`src/design/pas_pkg.sv`:
```
// ----------------------------------------------------------------------------
// pas_pkg
// Widths, register codes, reset values and pipeline types of the particle
// update engine.
// ----------------------------------------------------------------------------
package pas_pkg;

    localparam int PosW     = 21;  // Q12.8 position
    localparam int VelW     = 16;  // Q8.8 velocity
    localparam int CrdW     = 12;  // whole-pixel coordinate
    localparam int GainW    = 16;  // Q0.16 factor
    localparam int BurstW   = 15;  // Q7.8 speed
    localparam int DW       = 23;  // signed offset to target
    localparam int MagW     = 21;  // offset magnitude
    localparam int FacW     = 23;  // numerator factor
    localparam int SqW      = 43;  // squared distance
    localparam int RadW     = 60;  // radicand, squared distance in Q.32
    localparam int LenW     = 30;  // distance in Q.16
    localparam int ProdW    = 44;  // magnitude times factor
    localparam int NumW     = 45;  // rounded dividend
    localparam int QW       = 16;  // quotient
    localparam int WW       = 18;  // velocity plus pull
    localparam int SqrtCells = LenW;
    localparam int DivCells  = QW;

    localparam int CfgIdxW  = 3;
    localparam int CfgDataW = 16;

    localparam logic [CfgIdxW-1:0] CFG_WIDTH  = 3'd0;
    localparam logic [CfgIdxW-1:0] CFG_HEIGHT = 3'd1;
    localparam logic [CfgIdxW-1:0] CFG_GAIN   = 3'd2;
    localparam logic [CfgIdxW-1:0] CFG_DAMP   = 3'd3;
    localparam logic [CfgIdxW-1:0] CFG_BURST  = 3'd4;

    localparam logic [CrdW-1:0]   RST_WIDTH  = 12'd1600;
    localparam logic [CrdW-1:0]   RST_HEIGHT = 12'd1000;
    localparam logic [GainW-1:0]  RST_GAIN   = 16'd39322;
    localparam logic [GainW-1:0]  RST_DAMP   = 16'd63570;
    localparam logic [BurstW-1:0] RST_BURST  = 15'd12800;

    localparam logic FUNC_TICK  = 1'b0;
    localparam logic FUNC_BURST = 1'b1;

    // Item data that rides along the arithmetic chains.
    typedef struct packed {
        logic                   func;
        logic signed [PosW-1:0] px;
        logic signed [PosW-1:0] py;
        logic signed [VelW-1:0] vx;
        logic signed [VelW-1:0] vy;
        logic                   neg_x;
        logic                   neg_y;
        logic                   zero;
    } t_side;

    // Dividend magnitudes for both axes.
    typedef struct packed {
        logic [ProdW-1:0] x;
        logic [ProdW-1:0] y;
    } t_num;

endpackage

```
`src/design/pas_div_cell.sv`:
```
// ----------------------------------------------------------------------------
// pas_div_cell
// One restoring division step for both axes: settles one quotient bit.
// ----------------------------------------------------------------------------
module pas_div_cell import pas_pkg::*; #(
    parameter int Shift = 0
) (
    input  logic            i_clk,
    input  logic            i_rst_n,
    input  logic            i_en,
    input  logic            i_valid,
    input  t_side           i_side,
    input  logic [LenW-1:0] i_den,
    input  logic [NumW-1:0] i_rem_x,
    input  logic [NumW-1:0] i_rem_y,
    input  logic [QW-1:0]   i_q_x,
    input  logic [QW-1:0]   i_q_y,
    output logic            o_valid,
    output t_side           o_side,
    output logic [LenW-1:0] o_den,
    output logic [NumW-1:0] o_rem_x,
    output logic [NumW-1:0] o_rem_y,
    output logic [QW-1:0]   o_q_x,
    output logic [QW-1:0]   o_q_y
);

    localparam logic [QW-1:0] QBit = {{(QW-1){1'b0}}, 1'b1} << Shift;

    logic [NumW:0] den_sh;
    logic          fit_x;
    logic          fit_y;

    // Compare each remainder with the shifted divisor.
    always_comb begin
        den_sh = {{(NumW+1-LenW){1'b0}}, i_den} << Shift;
        fit_x  = ({1'b0, i_rem_x} >= den_sh);
        fit_y  = ({1'b0, i_rem_y} >= den_sh);
    end

    // Valid flag.
    always_ff @(posedge i_clk) begin
        if (!i_rst_n) begin
            o_valid <= 1'b0;
        end else if (i_en) begin
            o_valid <= i_valid;
        end
    end

    // Payload.
    always_ff @(posedge i_clk) begin
        if (i_en) begin
            o_side  <= i_side;
            o_den   <= i_den;
            o_rem_x <= fit_x ? (i_rem_x - den_sh[NumW-1:0]) : i_rem_x;
            o_rem_y <= fit_y ? (i_rem_y - den_sh[NumW-1:0]) : i_rem_y;
            o_q_x   <= fit_x ? (i_q_x | QBit) : i_q_x;
            o_q_y   <= fit_y ? (i_q_y | QBit) : i_q_y;
        end
    end

endmodule

```
`config.mk`:
```
export PLATFORM = sky130hd
export DESIGN_NAME = pas_div_cell
export DESIGN_NICKNAME = d
export VERILOG_FILES = /design/src/design/pas_pkg.sv /design/src/design/pas_div_cell.sv
export SDC_FILE = /design/constraint.sdc
export NUM_CORES = 1
export LEC_CHECK = 0
export BUFFER_PORTS_ARGS = -buffer_cell sky130_fd_sc_hd__buf_2
export CAP_MARGIN = 20
export CORE_AREA = 2 2 183 185
export CTS_CLUSTER_DIAMETER = 50
export DETAILED_ROUTE_END_ITERATION = 16
export DIE_AREA = 0 0 185 187
export PLACE_DENSITY = 0.73
export SLEW_MARGIN = 20
export SYNTH_ARGS = -nofsm -noshare
export SYNTH_HDL_FRONTEND = slang
export SYNTH_SLANG_ARGS = --single-unit
```
`constraint.sdc`:
```
create_clock -name i_clk -period 9.17 [get_ports i_clk]
set_input_delay 1.834 -clock i_clk [delete_from_list [all_inputs] [get_ports i_clk]]
set_output_delay 1.834 -clock i_clk [all_outputs]
set_load 0.01 [all_outputs]
```
==> qor.yml <==
sta:
  rsz0062_at_grt: "false"
  setup_violations: 0
  clock-skew-final_ns: 0
  fmax_mhz: 196
  slew_viol_final: 0
  relSlewSlack: 0.278
  worst_slew_pin_slew_ns: 1.06
  period_minus_slack_ns: 5.11
  finalSetupTns_ns: 0
  hold_viol: 0
  fin_crit_sh: 0.557
yosys:
  synthArstFlopShare: 0
  synthCells: 1026
  synthFlopType: "edfxtp_1"
  synth_edf_count: 230
  ys_seq_area_frac: 0.579
  avgSynthCellArea_um2: 11.7
  syn_nets: 1322
  ys_ff_latch: 231
  yosysUniqueCellTypes: 67
  ys.warnings.count: 0
  synth_area_um2: 12000
clock_tree:
  cts.sinks: 231
  cts.reportedPaths.clkPinSlew_ns: 0.05
  cts-htree-levels: 2
  cts_hold_buffers: 0
  cts_tree: "yes"
  clockRootBuffer: "clkbuf_16"
  postCtsSetupRepairBufs: 0
  cts_buffer_depth: 3
  clk_latency_ns: 0.50
  numCtsBuffers: 35
  cts_resized: 0
hold_path:
  min_path_cells: 2
  min_from: "o_valid"
  hold_end: "o_valid"
  min_path_type: "reg2reg"
worst_setup_path:
  rr_startpoint: "o_valid"
  r2r_cells: 2
  required_ns: 9.40
  r2r_slack_ns: 8.57
  cp-start-kind: "input pin"
  rr_endpoint: "o_valid"
  critPathKind: "in2reg"
  cp.arrival_ns: 5.34
  crit_fanout: 5
  end_kind: "flip-flop"
detailed_routing:
  drtAntennaViolNets: 0
  post_drt_wl_per_cell_um: 20.1
  routed_wirelength_um: 39500
  drc: 0
  drt_iter0_markers: 581
  drt_first_pass_iters: 7
  avgViaCountPerCell: 5.13
  via_count: 10103
layout:
  layout_common_cells: "buf_2, edfxtp_1, a21oi_1, nand2_1, o21ai_0"
  nFillCells: 3060
  area_growth_pct: 32.7
  final_cells: 1971
  nNetsFinal: 1787
  drive_gt1_frac: 0.357
  mostFrequentLayoutCell: "buf_2"
place:
  place_congestion: 0.890
  dp.cells: 1902
  dp_hpwl_um: 31500
  port_buffers: 464
die:
  dieArea_um2: 34600
  pin_count: 465
  core-area_um2: 32900
  start_util: 0.364
  die_w_um: 185
  dieHeight_um: 187
  num_rows: 67
global_routing:
  grt_first_pass_wirelength_um: 57000
  grt_pass1_vias: 9993
  grt_usage: 0.218
  grt_start_max_net_pins: 99
  overflow: 0
  antenna_found_initial: 11
power_and_ir_drop:
  p_leak_nw: 6.67
  p_per_area_nw_per_um2: 201
  ir_worst_vdd_uv: 123
outcome:
  outcome: "completed"
job:
  cap_violations: 0
## logic make-up (layout without fill, tap and decap cells)
family,after synthesis,in the layout,synth area share
and+or+nand+nor,288,288,0.120
AOI/OAI and AO/OA,271,271,0.142
DFF,231,231,0.579
buffers and inverters,90,581,0.0307
xor gates and xnor gates,81,81,0.0593
adders and majority gates,62,62,0.0661
muxes,3,3,0.00272
other,0,6,0
## through the flow
step | hold slack, ns | util | worst slack [ns] | power [mW] | instance area [um2]
3_5_place_dp | 0.521 | 0.448 | 3.36 | 1.93 | 14700
5_1_grt | 0.574 | 0.483 | 3.86 | 3.32 | 15900
2_1_floorplan | 0.538 | - | 4.71 | 1.65 | 12000
6_report | 0.520 | 0.483 | 4.06 | 3.19 | 15900
3_3_place_gp | 0.497 | 0.448 | 3.44 | 1.93 | 14700
4_1_cts | 0.534 | 0.483 | 3.88 | 3.23 | 15900
## worst max-delay path, cell delays in order
cell	delay, ns
buf_2	0.15
inv_1	0.09
ha_1	0.31
nor2b_1	0.15
o31a_1	0.27
o31a_1	0.30
a2111oi_0	0.87
o21ai_0	0.35
o311ai_2	0.53
nor4b_1	0.37
xor2_1	0.11
## per-layer routing
layer	global-route usage	up-vias	wire, um
li1	-	4807	-
met1	0.244	4783	14900
met2	0.392	408	19900
met3	0.0586	93	3140
met4	0.0830	12	1550
met5	0	-	82
## synth_stat cells, types with 11 or more instances
| library cell | n | share of area |
|---|---|---|
| nand2_1 | 85 | 0.027 |
| o21ai_0 | 71 | 0.030 |
| a21o_1 | 16 | 0.010 |
| nand3_1 | 17 | 0.0071 |
| edfxtp_1 | 230 | 0.58 |
| inv_1 | 50 | 0.016 |
| nor2_1 | 70 | 0.022 |
| clkbuf_1 | 29 | 0.0091 |
| xor2_1 | 33 | 0.024 |
| ha_1 | 60 | 0.063 |
| o31ai_1 | 11 | 0.0069 |
| xnor2_1 | 48 | 0.035 |
| a21oi_1 | 86 | 0.036 |
| nor4_1 | 13 | 0.0068 |
| nor3_1 | 23 | 0.0096 |
| o21a_1 | 14 | 0.0088 |
| nand4_1 | 19 | 0.0099 |
## power by group
group / switching, mW / internal [mW] / leakage [nW] / total [mW]
Clock: 0.498 / 0.786 / 0.543 / 1.28
Combinational: 0.353 / 0.233 / 3.87 / 0.586
Sequential: 0.0272 / 1.30 / 2.26 / 1.32
## sequential cells by signal (all words and copies together) (netlist names)
| signal | cells |
|---|---|
| o_rem_x | 45 |
| o_side | 78 |
| o_valid | 1 |
| o_rem_y | 45 |
| o_q_x | 16 |
| o_den | 30 |
| o_q_y | 16 |
## how the worst max path moves through the flow
stage                        start     endpoint  slack (ns)  cells past startpoint
after global routing      i_den[1]  o_rem_y[37]        3.86                     11
after detailed placement  i_den[1]  o_rem_x[36]        3.36                     11
after floorplan           i_den[1]  o_rem_y[21]        4.71                     11
after global placement    i_den[1]  o_rem_x[36]        3.44                     11
after CTS                 i_den[1]  o_rem_x[36]        3.88                     11
final                     i_den[1]  o_rem_y[37]        4.06                     11
## area by class of cell
class | instances | area (um2) | area share
flip-flops and latches | 231 | 6930 | 0.436
multi-input cells | 705 | 4690 | 0.295
repair buffers | 468 | 2360 | 0.149
clock buffers | 40 | 916 | 0.0577
well taps | 448 | 561 | 0.0353
clock inverters | 23 | 220 | 0.0139
inverters | 50 | 188 | 0.0118
diodes | 6 | 15.0 | 0.000946
No activity file was read; power rests on OpenSTA's default activity.
