`src/design/pas_pkg.sv`:
```
// ----------------------------------------------------------------------------
// pas_pkg
// Widths, register codes, reset values and pipeline types of the particle
// update engine.
// ----------------------------------------------------------------------------
package pas_pkg;

    localparam int PosW     = 21;  // Q12.8 position
    localparam int VelW     = 16;  // Q8.8 velocity
    localparam int CrdW     = 12;  // whole-pixel coordinate
    localparam int GainW    = 16;  // Q0.16 factor
    localparam int BurstW   = 15;  // Q7.8 speed
    localparam int DW       = 23;  // signed offset to target
    localparam int MagW     = 21;  // offset magnitude
    localparam int FacW     = 23;  // numerator factor
    localparam int SqW      = 43;  // squared distance
    localparam int RadW     = 60;  // radicand, squared distance in Q.32
    localparam int LenW     = 30;  // distance in Q.16
    localparam int ProdW    = 44;  // magnitude times factor
    localparam int NumW     = 45;  // rounded dividend
    localparam int QW       = 16;  // quotient
    localparam int WW       = 18;  // velocity plus pull
    localparam int SqrtCells = LenW;
    localparam int DivCells  = QW;

    localparam int CfgIdxW  = 3;
    localparam int CfgDataW = 16;

    localparam logic [CfgIdxW-1:0] CFG_WIDTH  = 3'd0;
    localparam logic [CfgIdxW-1:0] CFG_HEIGHT = 3'd1;
    localparam logic [CfgIdxW-1:0] CFG_GAIN   = 3'd2;
    localparam logic [CfgIdxW-1:0] CFG_DAMP   = 3'd3;
    localparam logic [CfgIdxW-1:0] CFG_BURST  = 3'd4;

    localparam logic [CrdW-1:0]   RST_WIDTH  = 12'd1600;
    localparam logic [CrdW-1:0]   RST_HEIGHT = 12'd1000;
    localparam logic [GainW-1:0]  RST_GAIN   = 16'd39322;
    localparam logic [GainW-1:0]  RST_DAMP   = 16'd63570;
    localparam logic [BurstW-1:0] RST_BURST  = 15'd12800;

    localparam logic FUNC_TICK  = 1'b0;
    localparam logic FUNC_BURST = 1'b1;

    // Item data that rides along the arithmetic chains.
    typedef struct packed {
        logic                   func;
        logic signed [PosW-1:0] px;
        logic signed [PosW-1:0] py;
        logic signed [VelW-1:0] vx;
        logic signed [VelW-1:0] vy;
        logic                   neg_x;
        logic                   neg_y;
        logic                   zero;
    } t_side;

    // Dividend magnitudes for both axes.
    typedef struct packed {
        logic [ProdW-1:0] x;
        logic [ProdW-1:0] y;
    } t_num;

endpackage

```
`src/design/pas_sqrt_cell.sv`:
```
// ----------------------------------------------------------------------------
// pas_sqrt_cell
// One digit step of the integer square root: settles one root bit.
// ----------------------------------------------------------------------------
module pas_sqrt_cell import pas_pkg::*; #(
    parameter int BitPos = 0
) (
    input  logic            i_clk,
    input  logic            i_rst_n,
    input  logic            i_en,
    input  logic            i_valid,
    input  t_side           i_side,
    input  t_num            i_num,
    input  logic [RadW-1:0] i_rad,
    input  logic [RadW-1:0] i_root,
    output logic            o_valid,
    output t_side           o_side,
    output t_num            o_num,
    output logic [RadW-1:0] o_rad,
    output logic [RadW-1:0] o_root
);

    localparam logic [RadW-1:0] StepBit = {{(RadW-1){1'b0}}, 1'b1} << BitPos;

    logic [RadW-1:0] trial;
    logic            fits;
    logic [RadW-1:0] n_rad;
    logic [RadW-1:0] n_root;

    // Subtract the trial term when it fits and set the root bit.
    always_comb begin
        trial  = i_root + StepBit;
        fits   = (i_rad >= trial);
        n_rad  = fits ? (i_rad - trial) : i_rad;
        n_root = fits ? ((i_root >> 1) + StepBit) : (i_root >> 1);
    end

    // Valid flag.
    always_ff @(posedge i_clk) begin
        if (!i_rst_n) begin
            o_valid <= 1'b0;
        end else if (i_en) begin
            o_valid <= i_valid;
        end
    end

    // Payload.
    always_ff @(posedge i_clk) begin
        if (i_en) begin
            o_side <= i_side;
            o_num  <= i_num;
            o_rad  <= n_rad;
            o_root <= n_root;
        end
    end

endmodule

```
`config.mk`:
```
export PLATFORM = sky130hd
export DESIGN_NAME = pas_sqrt_cell
export DESIGN_NICKNAME = d
export VERILOG_FILES = /design/src/design/pas_pkg.sv /design/src/design/pas_sqrt_cell.sv
export SDC_FILE = /design/constraint.sdc
export NUM_CORES = 1
export LEC_CHECK = 0
export BUFFER_PORTS_ARGS = -buffer_cell sky130_fd_sc_hd__buf_4
export CAP_MARGIN = 15
export CORE_AREA = 2 2 228 230
export CTS_BUF_LIST = sky130_fd_sc_hd__clkbuf_4 sky130_fd_sc_hd__clkbuf_8
export DETAILED_ROUTE_END_ITERATION = 10
export DIE_AREA = 0 0 230 232
export SYNTH_ARGS = -nofsm -noshare
export SYNTH_HDL_FRONTEND = slang
export SYNTH_SLANG_ARGS = --single-unit
```
`constraint.sdc`:
```
create_clock -name i_clk -period 8.7 [get_ports i_clk]
set_clock_uncertainty 0.2 [all_clocks]
set_input_delay 1.74 -clock i_clk [delete_from_list [all_inputs] [get_ports i_clk]]
set_output_delay 1.74 -clock i_clk [all_outputs]
set_load 0.05 [all_outputs]
```
==> results.md, run 1 <==
* CTS resizes at 0
* Ratio of cells with drive above 1 in the final layout at 0.359
* Sequential fraction of the synthesis area at 0.563
* Critical Path Sink Type: flip-flop
* Boundary Pins at 577
* DP Wirelength at 54,600 microns
* RSZ-0062 raised after global routing: false
* GRT Total Usage at 0.243
* Critical path peak fanout at 84
* Synth area leaders: edfxtp_1 (56%), xor2_1 (5.4%), ha_1 (5.1%)
* Via count at 13,335
* Final Wtd Congestion at 0.949
* Final Setup Violations at 0
* Number of synthesized flops with an enable pin at 286
* Min-delay src: o_valid
* Syn_nets at 1,670
* Leakage at 0.00869 uW
* Area Growth Syn to Fin at 40.1%
* Area leader, netlist: edfxtp_1
* Max Fclk at 138 MHz
* Final instance area at 21,400 sq um
* Clock latency on the worst-skew pair at 0.63 ns
* Area of the mapped netlist at 15,300 sq um
* DR vias/cell at 5.08
* CTS tree: done
* Worst setup SP type: input port
* Netlist cell types at 68
* Maximum VDD drop at 0.000105 V
* TritonCTS buffer count at 53
* Final #Nets at 2,261
* First-pass DRT Iterations at 6
* CP required at 8.87 ns
* Most instantiated cells after synthesis: edfxtp_1 (286), nand2_1 (141), xor2_1 (94)
* Initial antenna violation count at 1
* DRC viols at 0
* Minimum clock period at 7.26 ns
* Met2 track demand over resource at 0.436
* Max_cap viols at 0
* Port-buffer cells at 576
* Slew of the pin with the lowest slew margin at 0.870 ns
* Hold Vio Cnt, Final at 0
* GR Util met3 at 0.0476
* Root Driver: clkbuf_8
* Hold WC Path Type: flip-flop to flip-flop
* Clock net sink count at 287
* Clock-pin slew on the worst setup and hold paths at 0.06 ns
* Rows at 83
* Count leader, synth: edfxtp_1
* Initial core utilization at 0.301
* Max clock buf depth at 3
* Slowest stage delay, CP at 0.81 ns
* Yosys top cell area share at 0.562
* Hold_ws at 0.332 ns
* Worst EP arrival at 7.43 ns
* N_diodes at 0
* Synthesized instance count at 1,317
* Async SR Flop Fraction at 0
* Crit-path most repeated cell: nor3_1
* Vias in the first global route at 12,820
* Kind of critical path: input port to flip-flop
* Setup bufs post-CTS at 0
* Status: finished clean
* GRT overflow at 0
* Met1 Use GR at 0.295
* H-tree levels at 2
* Iteration-0 DRC count of the detailed router at 1,051
* Family with the most delay on the worst path: simple AND/OR/NAND/NOR gates
* Synth Warn # at 0
* Layout Cells excl Fill at 2,625
* Buf/Inv on CP at 2
* Core box area at 50,900 sq um
* Hold Buf Count CTS at 0
* Slew headroom at 0.414
* First-pass GRT wire length at 93,100 microns
* Die Span Y at 232 microns
* Dpl cell area at 20,300 sq um
* Die X at 230 microns
* WL/cell at 25.8 microns
* Setup TNS at 0 ns
* WL final at 67,800 microns
* Placed Instances at 2,533
* Dominant synthesized flop cell: edfxtp_1
* Crit path cell chain: buf_4, ha_1, nand2_1, nor3_1, and3_1, and2_1, nand4_1, nor3_1, xnor2_1, ha_1, nand4_1, nor3_1, nand3_1, nor4_1, a311oi_1, nand3_1, a221oi_4, buf_12, nor4_1, xor2_1
* Syn avg cell area at 11.6 sq um
* Slowest stage cell on the critical path: nor4_1
* Post-synthesis register bit count at 287
* Crit path from: i_root[1]
* Fin. max-slew vios at 0
* Post-route clock period utilization at 0.835
* Top Usage Layer GRT: met2
* Largest net degree at the start of global routing at 140
* Reg2reg setup slack at 7.90 ns
* Final antenna-violating net count at 0
* Power Dens Cells at 206 nW/um^2
* Die area at 53,400 sq um
* Worst reg2reg path startpoint: o_valid
-- cell type report --
class | count | area (sq um)
flip-flops and latches | 287 | 8610
well taps | 680 | 851
repair buffers | 583 | 4420
multi-input cells | 955 | 6330
inverters | 28 | 105
clock buffers | 66 | 827
fillers | 4956 | 29500
clock inverters | 26 | 275
-- placed cells by master, fill, tap and decap left out, types with 10 or more instances in the layout --
master and count:
clkinv_1 14, nand2_1 141, nand2b_1 15, nor4_1 14, xnor2_1 70, nand3_1 38
o21bai_1 10, xor2_1 94, a21oi_1 73, nand4_1 40, and2_1 17, clkbuf_4 13
nor3_1 42, buf_4 579, nor2_1 69, ha_1 62, clkbuf_8 53, a21o_1 30
inv_1 27, o21ai_1 31, o21ai_0 55, and3_1 23, edfxtp_1 286
-- power breakdown --
group | leakage [uW] | switching [uW] | internal (uW)
logic | 0.00531 | 869 | 399
registers | 0.00281 | 48.7 | 1680
clock network | 0.000575 | 615 | 801
-- state kept, by name, indices dropped and copies added, names as in the netlist --
| register | cells |
|---|---|
| o_num | 88 |
| o_rad | 60 |
| o_valid | 1 |
| o_side | 78 |
| o_root | 60 |
-- metal layers --
layer  wire length, microns  vias to the layer above
li1                       -                     6118
met1                  26900                     6500
met2                  34600                      624
met3                   4360                       91
met4                   1980                        2
met5                     13                        -
-- logic make-up after synthesis --
logic type	Yosys count	share of synthesized area
simple gates	452	0.151
flops	287	0.563
compound gates	269	0.111
xor+xnor	164	0.0939
buf+inv	75	0.0236
fa+ha+maj	63	0.0520
mux	7	0.00507
-- per-stage QoR --
step | worst slack [ns] | power, uW | utilization
5_1_grt | 1.10 | 4580 | 0.421
4_1_cts | 1.53 | 4460 | 0.421
3_3_place_gp | 0.932 | 3030 | 0.399
2_1_floorplan | 2.48 | 2520 | -
6_report | 1.44 | 4410 | 0.421
3_5_place_dp | 0.865 | 3020 | 0.399
-- final timing paths --
path	cells after the start	endpoint
worst max-delay path	20	o_root[9]
worst min register to register	2	o_valid
worst min-delay path	2	o_valid
worst max register to register	2	o_valid
-- worst min-delay path, stage by stage, from the launching register on --
cell     delay (ns)
dfxtp_1        0.32
mux2i_1        0.07
nor2b_1        0.10
Note: power is estimated with default switching activity, not from simulation.
==> run 2: changes to the inputs <==
--- a/config.mk
+++ b/config.mk
@@ -7,10 +7,10 @@
 export LEC_CHECK = 0
 export BUFFER_PORTS_ARGS = -buffer_cell sky130_fd_sc_hd__buf_4
 export CAP_MARGIN = 15
-export CORE_AREA = 2 2 228 230
+export CORE_AREA = 2 2 221 223
 export CTS_BUF_LIST = sky130_fd_sc_hd__clkbuf_4 sky130_fd_sc_hd__clkbuf_8
 export DETAILED_ROUTE_END_ITERATION = 10
-export DIE_AREA = 0 0 230 232
+export DIE_AREA = 0 0 223 225
 export SYNTH_ARGS = -nofsm -noshare
 export SYNTH_HDL_FRONTEND = slang
 export SYNTH_SLANG_ARGS = --single-unit
==> constraint.sdc (replaced) <==
create_clock -name i_clk -period 6.2 [get_ports i_clk]
set_clock_uncertainty 0.2 [all_clocks]
set_input_delay 1.24 -clock i_clk [delete_from_list [all_inputs] [get_ports i_clk]]
set_output_delay 1.24 -clock i_clk [all_outputs]
set_load 0.05 [all_outputs]
==> run 2 against run 1 <==
Cell area up 6.4%; global-route usage up 2.2 points; critical path depth unchanged; flip-flop and latch count unchanged; sequential share of layout area down 2.4 points; via count up 4.9%; die area down 6.0%; clock power up 41%; first-iteration DRC count up 1.6%; register-to-register slack worse by 2.5 ns; critical endpoint is now o_rad[59]; largest cell class unchanged.
==> results.md, run 2 (synthesis gave the netlist of run 1 again) <==
* Clk pwr share at 0.316
* RSZ-0062 raised after global routing: false
* Slew headroom at 0.257
* Hold WC Path Type: flip-flop to flip-flop
* GRT overflow at 0
* Slowest stage cell on the critical path: nor3_1
* Hold_ws at 0.342 ns
* Max reg flops at 88
* Crit-path most repeated cell: nor3_1
* WL/cell at 25.3 microns
* Via count at 13,986
* CTS tree: done
* Worst Reg-to-Reg Cells at 2
* First-pass GRT wire length at 95,700 microns
* Boundary Pins at 577
* Slew of the pin with the lowest slew margin at 1.10 ns
* Slowest stage delay, CP at 0.41 ns
* Iteration-0 DRC count of the detailed router at 1,068
* First-pass DRT Iterations at 5
* TritonCTS buffer count at 53
* GRT Total Usage at 0.266
* Placed Instances at 2,645
* H-tree levels at 2
* Initial antenna violation count at 13
* Die area at 50,200 sq um
* Rows at 80
* Hold Crit Depth at 2
* Worst EP arrival at 6.02 ns
* Most common cell after layout, fill and taps aside: buf_4
* Post-route clock period utilization at 0.941
* Multi-input combinational cell area at 6350 sq um
* Fill count at 4,374
* Worst setup SP type: input port
* Max_cap viols at 0
* Clock latency on the worst-skew pair at 0.63 ns
* Comb pwr share at 0.304
* Hold Vio Cnt, Final at 0
* Kind of critical path: input port to flip-flop
* Status: finished clean
* Final Wtd Congestion at 0.955
* DRC viols at 0
* Seq pwr share at 0.381
* Switching power at 2220 uW
* CP required at 6.39 ns
* Ratio of cells with drive above 1 in the final layout at 0.413
* Core box area at 47,500 sq um
* Seq. cell area at 8610 sq um
* Root Driver: clkbuf_8
* Reg2reg setup slack at 5.39 ns
* P_int at 4130 uW
* Max clock buf depth at 3
* Most frequent cells in the layout: buf_4 (752), edfxtp_1 (286), nand2_1 (141)
* Setup TNS at 0 ns
* Largest regs: o_num (88), o_side (78)
* Largest net degree at the start of global routing at 114
* Critical path peak fanout at 6
* Maximum VDD drop at 0.000141 V
* Die X at 223 microns
* Vias in the first global route at 13,990
* Leakage at 0.00958 uW
* Fin. max-slew vios at 0
* Sw Ratio at 0.350
* Min-delay src: o_valid
* DR vias/cell at 5.09
* Final #Nets at 2,438
* Minimum clock period at 5.83 ns
* WL final at 69,500 microns
* Worst reg2reg path startpoint: o_valid
* Area Growth Syn to Fin at 49.0%
* Reg2reg end: o_valid
* Clock-pin slew on the worst setup and hold paths at 0.06 ns
* Clock net sink count at 287
* Final antenna-violating net count at 0
* Max Fclk at 171 MHz
* Layout Cells excl Fill at 2,749
* Reg with most FFs: o_num
* Power Dens Cells at 278 nW/um^2
* Port-buffer cells at 576
* Setup bufs post-CTS at 0
* Initial core utilization at 0.322
* DP Wirelength at 56,700 microns
* Final Setup Violations at 0
* Die Span Y at 225 microns
* Hold endpoint: o_valid
* Crit path cell chain: buf_4, ha_1, nand2_1, nor3_1, and3_1, and2_1, nand4_1, buf_4, nor3_1, xnor2_1, ha_1, nand4_1, nor3_1, nor3b_1, o31ai_1, a21o_1, a211o_1, a31oi_1, nor3_1, o31ai_1
* Critical Path Sink Type: flip-flop
## run 2: cell types whose count changed in the layout (fill, tap and decap cells not counted), sizes merged
cell / previous run / this run
buf: 583 / 760
clkinvlp: 0 / 2
clkbuf: 66 / 62
diode: 0 / 5
inv: 30 / 28
clkinv: 18 / 29
## run 2: power by group through the flow
stage          logic, uW  registers, uW  clock network, uW
2_1_floorplan        464           3070                  0
3_3_place_gp        1930           2450                  0
3_5_place_dp        1930           2450                  0
4_1_cts             1930           2420               2060
5_1_grt             2020           2430               2130
6_report            1930           2420               2000
## run 2: worst max-delay path, delay by kind of cell
family | cells | cell delay [ns]
simple gates | 10 | 2.23
compound gates | 5 | 1.57
fa+ha+maj | 2 | 0.56
buf+inv | 2 | 0.31
xor+xnor | 1 | 0.10
## run 2: final cells by class
cell class                 count  share of cell area
inverter                      28             0.00461
clock buffer                  62              0.0350
timing repair buffer         760               0.255
clock inverter                37              0.0149
multi-input combinational    955               0.279
tap                          615              0.0338
antenna                        5            0.000549
sequential                   287               0.378
## run 2: layer usage
metal / track usage / share of wire / up-vias
met3: 0.0768 / 0.080 / 145
met4: 0.129 / 0.051 / 18
met1: 0.312 / 0.39 / 6718
li1: - / - / 6483
met5: 0 / 0.0015 / -
met2: 0.448 / 0.48 / 622
## run 2: what timing repair did
item	CTS	global route
endpoints found under the setup margin	8	43
hold buffers	0	0
gates resized for setup	1	2
endpoints found under the hold margin	0	0
## run 2: through the flow
stage	power (uW)	utilization	cell area [sq um]	worst slack (ns)
2_1_floorplan	3540	-	15300	0.483
3_3_place_gp	4380	0.455	21600	-0.726
3_5_place_dp	4380	0.455	21600	-0.767
4_1_cts	6410	0.479	22800	0.133
5_1_grt	6580	0.479	22800	0.0122
6_report	6340	0.479	22800	0.369
## run 2: how the worst max path moves through the flow
| stage | end | slack, ns | start | depth (start not counted) |
|---|---|---|---|---|
| 2_1_floorplan | o_rad[1] | 0.48 | i_root[1] | 20 |
| 5_1_grt | o_root[58] | 0.01 | i_root[1] | 23 |
| 6_report | o_rad[59] | 0.37 | i_root[1] | 20 |
| 3_3_place_gp | o_rad[59] | -0.73 | i_root[1] | 22 |
| 3_5_place_dp | o_rad[59] | -0.77 | i_root[1] | 22 |
| 4_1_cts | o_rad[59] | 0.13 | i_root[1] | 22 |
==> run 3: changes to the inputs <==
--- a/config.mk
+++ b/config.mk
@@ -11,6 +11,7 @@
 export CTS_BUF_LIST = sky130_fd_sc_hd__clkbuf_4 sky130_fd_sc_hd__clkbuf_8
 export DETAILED_ROUTE_END_ITERATION = 10
 export DIE_AREA = 0 0 223 225
+export RECOVER_POWER = 50
 export SYNTH_ARGS = -nofsm -noshare
 export SYNTH_HDL_FRONTEND = slang
 export SYNTH_SLANG_ARGS = --single-unit
==> run 3 against run 2 <==
The run now ends with capacitance limit, slew limit left; die area stayed put; final cell count stayed put; routed wire length is 0.29% lower; combinational power hardly changed.
==> results.md, run 3 (synthesis gave the netlist of run 1 again) <==
* Dpl cell area at 21,600 sq um
* Slew of the pin with the lowest slew margin at 3.17 ns
* Clock latency on the worst-skew pair at 0.63 ns
* GRT overflow at 0
* Vias in the first global route at 13,990
* Comb pwr share at 0.303
* Max Fclk at 171 MHz
* Boundary Pins at 577
* DP Wirelength at 56,700 microns
* Critical path peak fanout at 6
* Rows at 80
* Hold Crit Depth at 2
* Sw Ratio at 0.349
* Switching power at 2210 uW
* Clock-pin slew on the worst setup and hold paths at 0.06 ns
* Power Dens Cells at 279 nW/um^2
* Reg2reg setup slack at 5.36 ns
* Layout Cells excl Fill at 2,749
* Initial antenna violation count at 13
* CP required at 6.39 ns
* Area Growth Syn to Fin at 48.6%
* Reg2reg end: o_valid
* Worst reg2reg path startpoint: o_valid
* Max clock buf depth at 3
* Seq. cell area at 8610 sq um
* Kind of critical path: input port to flip-flop
* Die Span Y at 225 microns
* Largest net degree at the start of global routing at 114
* Slowest stage cell on the critical path: nor3_1
* Worst setup margin at 0.337 ns
* Hold endpoint: o_valid
* Post-route clock period utilization at 0.946
* Slowest stage delay, CP at 0.41 ns
* Worst setup SP type: input port
* Ratio of cells with drive above 1 in the final layout at 0.411
* Final antenna-violating net count at 0
* Hold WC Path Type: flip-flop to flip-flop
* Seq pwr share at 0.382
* Largest regs: o_num (88), o_side (78)
* Die area at 50,200 sq um
* Worst Reg-to-Reg Cells at 2
* Final Setup Violations at 0
* Reg with most FFs: o_num
* Crit path cell chain: buf_4, ha_1, nand2_1, nor3_1, and3_1, and2_1, nand4_1, buf_4, nor3_1, xnor2_1, ha_1, nand4_1, nor3_1, nor3b_1, o31ai_1, a21o_1, a211o_1, a31oi_1, nor3_1, o31ai_1
* WL/cell at 25.2 microns
* RSZ-0062 raised after global routing: false
* DRC viols at 0
* Multi-input combinational cell area at 6350 sq um
* Maximum VDD drop at 0.000140 V
* Via count at 14,036
* Die X at 223 microns
* Slew headroom at -1.11
* Most frequent cells in the layout: buf_4 (586), edfxtp_1 (286), clkbuf_4 (171)
* First-pass GRT wire length at 95,700 microns
* Final #Nets at 2,438
* Status: complete, but fails checks
* Max_cap viols at 3
* Hold Buf Count CTS at 0
* Most common cell after layout, fill and taps aside: buf_4
* P_int at 4120 uW
* Max reg flops at 88
* Leakage at 0.00952 uW
* First-pass DRT Iterations at 5
* Critical Path Sink Type: flip-flop
* Setup WS pre-CTS at -0.767 ns
* Minimum clock period at 5.86 ns
* Core box area at 47,500 sq um
* Initial core utilization at 0.322
* Setup TNS at 0 ns
* Worst EP arrival at 6.05 ns
* DR vias/cell at 5.11
* Min-delay src: o_valid
* GRT Total Usage at 0.266
* Root Driver: clkbuf_8
* Crit-path most repeated cell: nor3_1
* CTS tree: done
* Clk pwr share at 0.315
* Fin. max-slew vios at 292
* H-tree levels at 2
* Final Wtd Congestion at 0.955
* WL final at 69,300 microns
* TritonCTS buffer count at 53
* Fill count at 4,386
* Hold Vio Cnt, Final at 0
* Iteration-0 DRC count of the detailed router at 1,012
* Clock net sink count at 287
* Failing checks: capacitance limit, slew limit
* Final instance area at 22,700 sq um
* Port-buffer cells at 576
* Placed Instances at 2,645
## run 3: final cells by class
cell class | instances | area share
antenna | 5 | 0.000550
clock buffer | 62 | 0.0351
clock inverter | 37 | 0.0149
inverter | 28 | 0.00462
multi-input combinational | 955 | 0.280
sequential | 287 | 0.379
tap | 615 | 0.0339
timing repair buffer | 760 | 0.253
## run 3: per-layer routing
layer  share of wire  track usage  wire (microns)  vias up
met3           0.078       0.0768            5370      146
met2            0.48        0.448           33200      605
met1            0.39        0.312           27000     6781
li1                -            -               -     6486
met4           0.052        0.129            3630       18
met5          0.0016            0             113        -
## run 3: critical path, delay by kind of cell
family          cells  cell delay (ns)
buf+inv             2             0.31
fa+ha+maj           2             0.56
simple gates       10             2.28
compound gates      5             1.57
xor+xnor            1             0.09
## run 3: how the worst max path moves through the flow
stage | start | to | slack [ns]
2_1_floorplan | i_root[1] | o_rad[1] | 0.48
3_3_place_gp | i_root[1] | o_rad[59] | -0.73
3_5_place_dp | i_root[1] | o_rad[59] | -0.77
4_1_cts | i_root[1] | o_rad[59] | 0.13
5_1_grt | i_root[1] | o_root[58] | 0.01
6_report | i_root[1] | o_rad[59] | 0.34
## run 3: what timing repair did
item | CTS | global route
resized for setup | 1 | 2
setup endpoints to repair | 8 | 43
buffers inserted | 0 | 0
## run 3: stage by stage
stage	utilization	hold slack [ns]	total power [uW]
finish	0.478	0.344	6330
global route	0.478	0.400	6570
CTS	0.479	0.344	6410
detailed placement	0.455	0.326	4380
global placement	0.455	0.320	4380
floorplan	-	0.543	3540
## run 3: power by group through the flow
stage | sequential [uW] | clock [uW] | combinational (uW)
after global routing | 2440 | 2130 | 2010
after global placement | 2450 | 0 | 1930
after CTS | 2420 | 2060 | 1930
after detailed placement | 2450 | 0 | 1930
after floorplan | 3070 | 0 | 464
final | 2420 | 1990 | 1920
